**src/rtl/spx_pkg.sv**
```systemverilog
// ----------------------------------------------------------------------------
// spx_pkg
// Shared types and constants of the strided axis prefix sum block.
// ----------------------------------------------------------------------------
`default_nettype none

package spx_pkg;

  localparam int MAX_INNER = 256;
  localparam int INNER_AW  = (MAX_INNER > 1) ? $clog2(MAX_INNER) : 1;
  localparam int IE_W      = INNER_AW + 1;
  localparam int DATA_W    = 32;
  localparam int ADDR_W    = 24;
  localparam int DIM_W     = 16;
  localparam int INNER_W   = 9;
  localparam int CFG_IDX_W = 3;
  localparam int CFG_DAT_W = 16;

  typedef enum logic [CFG_IDX_W-1:0] {
    CFG_SLAB_COUNT  = 3'd0,
    CFG_AXIS_LENGTH = 3'd1,
    CFG_INNER_SIZE  = 3'd2,
    CFG_EXCLUSIVE   = 3'd3,
    CFG_EXTEND      = 3'd4,
    CFG_REVERSE     = 3'd5
  } spx_cfg_idx_e;

  // One accepted element's position and addressing, taken at acceptance
  typedef struct packed {
    logic [INNER_AW-1:0] pos;
    logic                first_row;
    logic                last_step;
    logic                last_tensor;
    logic                emit_prior;
    logic                extend;
    logic [ADDR_W-1:0]   addr_main;
    logic [ADDR_W-1:0]   addr_second;
  } spx_item_t;

  typedef struct packed {
    logic [DATA_W-1:0] sum;
    logic [ADDR_W-1:0] addr;
    logic              last;
    logic              done;
  } spx_result_t;

endpackage

`default_nettype wire

```
**src/rtl/spx_addr_gen.sv**
```systemverilog
// ----------------------------------------------------------------------------
// spx_addr_gen
// Configuration registers, scan position counters and output addressing.
// ----------------------------------------------------------------------------
`default_nettype none

module spx_addr_gen (
  input  wire logic                           clk_i,
  input  wire logic                           rst_ni,
  input  wire logic                           cfg_valid_i,
  input  wire logic [spx_pkg::CFG_IDX_W-1:0]  cfg_index_i,
  input  wire logic [spx_pkg::CFG_DAT_W-1:0]  cfg_data_i,
  input  wire logic                           adv_i,
  output logic                                ready_o,
  output spx_pkg::spx_item_t                  item_o
);

  localparam int AW = spx_pkg::ADDR_W;

  logic [spx_pkg::DIM_W-1:0]   slab_count_q, axis_length_q;
  logic [spx_pkg::INNER_W-1:0] inner_size_q;
  logic                        excl_q, ext_q, rev_q;

  logic [spx_pkg::INNER_AW-1:0] pos_q;
  logic [spx_pkg::DIM_W-1:0]    step_q, slab_q;
  logic [AW-1:0]                slab_base_q, row_off_q, li_q;
  logic [1:0]                   settle_q;

  logic [spx_pkg::DIM_W-1:0] se, le;
  logic [spx_pkg::IE_W-1:0]  ie;
  logic [AW-1:0]             ie_a, start_off, span, sec_off;
  logic                      m_excl, m_ext, m_rev, both;
  logic                      pos_last, step_last, slab_last;

  always_comb begin
    se = (slab_count_q == '0) ? spx_pkg::DIM_W'(1) : slab_count_q;
    le = (axis_length_q == '0) ? spx_pkg::DIM_W'(1) : axis_length_q;
    if (inner_size_q == '0) begin
      ie = spx_pkg::IE_W'(1);
    end else if (32'(inner_size_q) > spx_pkg::MAX_INNER) begin
      ie = spx_pkg::IE_W'(spx_pkg::MAX_INNER);
    end else begin
      ie = spx_pkg::IE_W'(inner_size_q);
    end
    ie_a = AW'(ie);

    both   = excl_q & ext_q;
    m_excl = excl_q & ~ext_q;
    m_ext  = ext_q & ~excl_q;
    m_rev  = rev_q & ~both;

    // Row offset of the first scanned row, slab span and the extra row offset
    start_off = m_rev ? (m_ext ? li_q : li_q - ie_a) : '0;
    span      = m_ext ? li_q + ie_a : li_q;
    sec_off   = m_rev ? '0 : li_q;

    pos_last  = (pos_q == spx_pkg::INNER_AW'(ie - spx_pkg::IE_W'(1)));
    step_last = (step_q == le - spx_pkg::DIM_W'(1));
    slab_last = (slab_q == se - spx_pkg::DIM_W'(1));

    item_o.pos         = pos_q;
    item_o.first_row   = (step_q == '0);
    item_o.last_step   = step_last;
    item_o.last_tensor = step_last & pos_last & slab_last;
    item_o.emit_prior  = m_excl | m_ext;
    item_o.extend      = m_ext;
    item_o.addr_main   = slab_base_q + row_off_q + AW'(pos_q);
    item_o.addr_second = slab_base_q + sec_off + AW'(pos_q);
  end

  assign ready_o = (settle_q == '0);

  // Row span of one axis step: only changes with configuration
  always_ff @(posedge clk_i) begin
    li_q <= AW'(AW'(le) * ie_a);
  end

  always_ff @(posedge clk_i or negedge rst_ni) begin
    if (!rst_ni) begin
      slab_count_q  <= spx_pkg::DIM_W'(1);
      axis_length_q <= spx_pkg::DIM_W'(1);
      inner_size_q  <= spx_pkg::INNER_W'(1);
      excl_q        <= 1'b0;
      ext_q         <= 1'b0;
      rev_q         <= 1'b0;
    end else if (cfg_valid_i) begin
      unique case (cfg_index_i)
        spx_pkg::CFG_SLAB_COUNT:  slab_count_q  <= cfg_data_i;
        spx_pkg::CFG_AXIS_LENGTH: axis_length_q <= cfg_data_i;
        spx_pkg::CFG_INNER_SIZE:  inner_size_q  <= cfg_data_i[spx_pkg::INNER_W-1:0];
        spx_pkg::CFG_EXCLUSIVE:   excl_q        <= cfg_data_i[0];
        spx_pkg::CFG_EXTEND:      ext_q         <= cfg_data_i[0];
        spx_pkg::CFG_REVERSE:     rev_q         <= cfg_data_i[0];
        default: ;
      endcase
    end
  end

  logic cfg_hit;
  assign cfg_hit = cfg_valid_i && (cfg_index_i <= spx_pkg::CFG_IDX_W'(spx_pkg::CFG_REVERSE));

  always_ff @(posedge clk_i or negedge rst_ni) begin
    if (!rst_ni) begin
      pos_q       <= '0;
      step_q      <= '0;
      slab_q      <= '0;
      slab_base_q <= '0;
      row_off_q   <= '0;
      settle_q    <= 2'd2;
    end else if (cfg_hit) begin
      // restart the tensor and let the span product settle
      pos_q       <= '0;
      step_q      <= '0;
      slab_q      <= '0;
      slab_base_q <= '0;
      settle_q    <= 2'd2;
    end else if (settle_q != '0) begin
      settle_q <= settle_q - 2'd1;
      if (settle_q == 2'd1) begin
        row_off_q <= start_off;
      end
    end else if (adv_i) begin
      if (pos_last) begin
        pos_q <= '0;
        if (step_last) begin
          step_q    <= '0;
          row_off_q <= start_off;
          if (slab_last) begin
            slab_q      <= '0;
            slab_base_q <= '0;
          end else begin
            slab_q      <= slab_q + spx_pkg::DIM_W'(1);
            slab_base_q <= slab_base_q + span;
          end
        end else begin
          step_q    <= step_q + spx_pkg::DIM_W'(1);
          row_off_q <= m_rev ? row_off_q - ie_a : row_off_q + ie_a;
        end
      end else begin
        pos_q <= pos_q + spx_pkg::INNER_AW'(1);
      end
    end
  end

endmodule

`default_nettype wire

```
**config.mk**
```make
export PLATFORM = sky130hd
export DESIGN_NAME = spx_addr_gen
export DESIGN_NICKNAME = d
export VERILOG_FILES = /design/src/rtl/spx_pkg.sv /design/src/rtl/spx_addr_gen.sv
export SDC_FILE = /design/constraint.sdc
export NUM_CORES = 1
export LEC_CHECK = 0
export ABC_AREA = 1
export BUFFER_PORTS_ARGS = -buffer_cell sky130_fd_sc_hd__buf_2
export CORE_MARGIN = 10
export CORE_UTILIZATION = 33
export CTS_BUF_LIST = sky130_fd_sc_hd__clkbuf_2
export DETAILED_ROUTE_END_ITERATION = 8
export HOLD_SLACK_MARGIN = 0.06
export PLACE_DENSITY = 0.57
export REMOVE_ABC_BUFFERS = 1
export SLEW_MARGIN = 40
export SYNTH_ARGS = -nofsm -noshare
export SYNTH_HDL_FRONTEND = slang
export SYNTH_SLANG_ARGS = --single-unit
```
**constraint.sdc**
```tcl
create_clock -name clk_i -period 11.75 [get_ports clk_i]
set_clock_uncertainty 0.15 [all_clocks]
set_input_delay 1.7625 -clock clk_i [delete_from_list [all_inputs] [get_ports clk_i]]
set_output_delay 1.7625 -clock clk_i [all_outputs]
set_load 0.05 [all_outputs]
```
* Yosys cells after proc, flatten, opt, wreduce, memory -nomap -nowiden
Index checks and enable logic that the tools add are counted.
** Word-level totals
- Register bits :: 158
- Bits of input ports :: 23
** Operators by class
- Multipliers :: 1
- Reductions and logical operators :: 24
- Bitwise operators :: 11
- Magnitude comparators :: 2
- Muxes and demuxes :: 37
- Add/subtract/negate cells :: 16
- Equality and inequality tests :: 11
** Operator list (number)
- 2-to-1 mux 24 bit :: 16
- 2-to-1 mux 16 bit :: 13
- adder 24 bit :: 3
- adder 24 x 8 -> 24 bit :: 2
- adder 24 x 9 -> 24 bit :: 2
- zero test 16 bit :: 3
- subtractor 24 x 9 -> 24 bit :: 2
- adder 16 x 1 -> 16 bit (second input constant) :: 2
- == test 16 bit :: 2
- 2-to-1 mux 8 bit :: 4
- subtractor 16 x 1 -> 16 bit (second input constant) :: 2
- multiplier 16 x 9 -> 24 bit :: 1
- 2-to-1 mux 9 bit :: 2
- AND reduction 2 bit :: 7
- nonzero test 2 bit :: 7
- greater-than comparator 9 bit (second input constant) :: 1
- zero test 9 bit :: 1
- adder 8 x 1 -> 8 bit (second input constant) :: 1
- == test 8 bit :: 1
- AND reduction 4 bit :: 2
- subtractor 8 x 1 -> 8 bit (second input constant) :: 1
- bitwise AND 1 bit :: 6
- == test 3 x 2 -> 1 bit (second input constant) :: 2
- == test 3 bit (second input constant) :: 2
- other kinds (13) :: 17

* Logic depth before layout (Yosys ltp)
- Depth in word-level cells :: 12
- Mapped depth :: 30
- Gate-level depth less buffers :: 29

* Worst setup path after synthesis
No wires, ideal clock.
- Path type :: register to output
- From :: reg excl_q
- To :: out item_o[21] in the netlist's numbering
- Stages on the path, launching flop included :: 17
- Path slack :: 5.033 ns
- Data arrival time :: 4.805 ns
- Cells stage by stage :: dfrtp_1 > ha_1 > nor2_1 > clkbuf_1 > buf_1 > nor2_1 > fa_1 > ha_1 > inv_1 > fa_1 > o21ai_0 > a21boi_0 > o21ai_0 > a21boi_0 > o21ai_0 > a21oi_1 > xor2_1
** RTL lines
- start: declaration :: line spx_addr_gen.sv:22 : logic excl_q, ext_q, rev_q;
- start signal: assignment :: line spx_addr_gen.sv:91 : spx_pkg::CFG_EXCLUSIVE: excl_q <= cfg_data_i[0];
- end: declaration :: line spx_addr_gen.sv:15 : output spx_pkg::spx_item_t item_o

==> impl_metrics.py <==
metrics = {
    "drt": {
        "wl_per_cell_um": 17.6,
        "routed-via-count": 19600,
        "antenna_left": 0,
        "first_pass_iters": 8,
        "dr.first_iter.drc_count": 1529,
        "drc_errors": 2,
        "totalWireLength_mm": 68.5,
        "routed_via_density": 5.03,
    },
    "synth": {
        "synth-edff-count": 0,
        "async_flop_share_pct": 84.8,
        "ys_seq_elements": 158,
        "synth_top_area_cell": "dfrtp_1",
        "ys_top_cells_by_area": "dfrtp_1, nand2_1, ha_1, fa_1, inv_1",
        "synth_warnings": 0,
        "ys.flop_type": "dfrtp_1",
        "postSynthCellCount": 3014,
        "syn_area_per_cell_um2": 6.91,
        "ys_seq_area_share_pct": 18.4,
        "syn_area_um2": 20800,
        "yosys.area.top_type_share_pct": 15.6,
        "yosys.cell_types.count": 56,
    },
    "final_layout": {
        "fin_area_um2": 22300,
        "layout-drive-gt1-share_pct": 6.35,
        "nNetsFinal": 3379,
        "layout_common_cells": "nand2_1, inv_1, nor2_1, nand3_1, ha_1",
        "layout_commonest_cell": "nand2_1",
        "syn2layout_area_growth_pct": 6.92,
    },
    "clock_tree": {
        "clkSlewWorstSetupHoldPaths_ns": 0.31,
        "cts_resized": 0,
        "clock-sinks": 158,
        "cts_setup_buffers": 0,
        "h-tree-depth": 4,
        "tritoncts": "built",
        "clockBufferDepth": 2,
        "hold_buffers": 0,
        "cts_root_buffer": "clkbuf_2",
        "clk_latency_ns": 1.04,
        "cts-buffers-inserted": 17,
    },
    "run_status": {
        "status": "finished with violations",
        "violations": "DRC",
    },
    "pwr": {
        "powerDensity_nw_per_um2": 257,
        "ir_drop_mv": 0.207,
        "p_leak_nw": 11.7,
        "total_power_w": 0.00571,
    },
    "critical_path": {
        "worstSetupStartpointType": "flop",
        "max_stage_delay_ns": 0.59,
        "critical_path.top_delay_family": "buffers and inverters",
        "critPathBufInv": 6,
        "cp-end-kind": "primary output",
        "required_ns": 9.84,
        "cp_data_arrival_time_ns": 6.07,
        "critPathMaxFanout": 46,
        "critPathSlowestCell": "inv_1",
        "criticalPathCategory": "flop to primary output",
        "crit_chain": "ha_1 -> nor2_4 -> buf_4 -> inv_1 -> nand2_1 -> fa_1 -> inv_1 -> ha_1 -> inv_1 -> fa_1 -> o21ai_0 -> a21boi_0 -> buf_4 -> o21ai_0 -> a21boi_0 -> o21ai_0 -> a21oi_1 -> xor2_1 -> buf_2",
    },
    "global_routing": {
        "grt-ovfl-total": 0,
        "antenna_found_initial": 1,
        "grt_usage_pct": 18.6,
        "grt_pass1_wl_mm": 109,
        "grt_max_degree": 83,
        "grt_pass1_vias": 19200,
    },
    "sta": {
        "fin_crit_sh_pct": 68.0,
        "tns_ns": 0,
        "slew_violations": 0,
        "report.final.hold_viol_count": 0,
        "fmax_mhz": 125,
        "setup_violations": 0,
        "min_period_ns": 7.98,
        "relSlewSlack_pct": 44.4,
        "tightestPinTransition_ns": 0.832,
        "rsz0062_at_grt": "false",
    },
    "placed_design": {
        "io_buffers": 84,
        "gp_congestion": 0.947,
        "place_area_um2": 22000,
        "dp_hpwl_mm": 56.0,
    },
    "flow_run": {
        "drv_cap": 0,
    },
    "floorplanning": {
        "initial_utilization_pct": 33.2,
        "die-area_um2": 73500,
        "row_count": 92,
        "io_pins": 85,
        "die_x_um": 271,
        "core_um2": 62700,
        "die_h_um": 271,
    },
    "worst_hold_path": {
        "min_path_type": "flop to flop",
    },
}
-- kinds of logic (layout without fill, tap and decap cells) --
family / Yosys count / in the layout / synth area share, %
fa+ha+maj: 315 / 315 / 23.3
other cells: 0 / 1 / 0
buf+inv: 550 / 590 / 10.4
xor+xnor: 196 / 196 / 8.35
simple gates: 1343 / 1343 / 27.6
compound gates: 452 / 452 / 12.0
flops: 158 / 158 / 18.4
-- worst reg2reg max path, cell delays in order (launching register included) --
cell and delay (ns):
dfrtp_1 0.69, inv_4 0.25, nand2_1 0.32, inv_1 0.61, nand2_1 0.17, fa_1 0.54, inv_1 0.06, fa_1 0.49
inv_1 0.05, fa_1 0.48, fa_1 0.49, inv_1 0.04, ha_1 0.33, a21oi_1 0.20, nand2_1 0.11, a21oi_1 0.21
o21bai_1 0.09, a21oi_1 0.18, o21ai_0 0.19, nand2_1 0.12, nand2_1 0.08, nand2_1 0.07, nand2_1 0.05, xor2_1 0.13
-- layer usage --
metal	share of wire [%]	GRT usage, %	vias up	routed length, um
met5	0	0	-	0
met4	3.7	7.53	0	2520
met3	4.3	2.71	110	2980
met2	47	30.6	451	32100
met1	45	24.3	9300	30900
li1	-	-	9748	-
-- cells in the mapped netlist, types with 52 or more instances --
cell and count:
dfrtp_1 130, inv_1 452, nand3_1 203, xnor2_1 52, o21ai_0 181, a21oi_1 146
nand4_1 55, nand2_1 688, xor2_1 142, ha_1 195, nor2_1 284, fa_1 120
-- through the flow --
step                      setup WS [ns]  cells  hold WS (ns)  util, %
after CTS                          3.65   3900         0.366     35.4
after detailed placement           4.91   3868         0.315     35.0
after floorplan                    4.31   2926         0.299        -
after global routing               3.21   3901         0.373     35.5
after global placement             5.06   3868         0.315     35.0
final                              3.77   3901         0.364     35.5
-- report_power, final --
group | switching (W) | internal, W | total, W
logic | 0.00300 | 0.00135 | 0.00435
registers | 0.000317 | 0.000694 | 0.00101
clock network | 0.000255 | 0.0000919 | 0.000347
-- state kept, by name (all words and copies together) (netlist names) --
| name | count |
|---|---|
| slab_q | 16 |
| inner_size_q | 9 |
| row_off_q | 24 |
| settle_q | 2 |
| excl_q | 1 |
| slab_count_q | 16 |
| li_q | 24 |
| axis_length_q | 16 |
| rev_q | 1 |
| step_q | 16 |
| slab_base_q | 24 |
| ext_q | 1 |
| pos_q | 8 |
-- worst paths after layout --
path / to / slack (ns) / cells past startpoint / start
worst min register to register: slab_count_q[0] / 0.36 / 2 / slab_count_q[0]
worst max-delay path: item_o[21] / 3.77 / 19 / ext_q
worst min-delay path: slab_count_q[0] / 0.36 / 2 / slab_count_q[0]
max in group asynchronous: axis_length_q[15] / 9.76 / 2 / rst_ni
worst max register to register: li_q[20] / 5.54 / 23 / inner_size_q[8]
min in group asynchronous: slab_base_q[7] / 0.54 / 1 / rst_ni
-- cell type report --
class | instances | area [um2]
Timing Repair Buffer | 96 | 524
Tap cell | 846 | 1060
Antenna cell | 1 | 2.50
Clock buffer | 18 | 90.1
Multi-Input combinational cell | 2306 | 14800
Inverter | 462 | 1740
Sequential cell | 158 | 3840
Clock inverter | 14 | 166
Fill cell | 6864 | 40500
(Power assumes the default switching activity.)
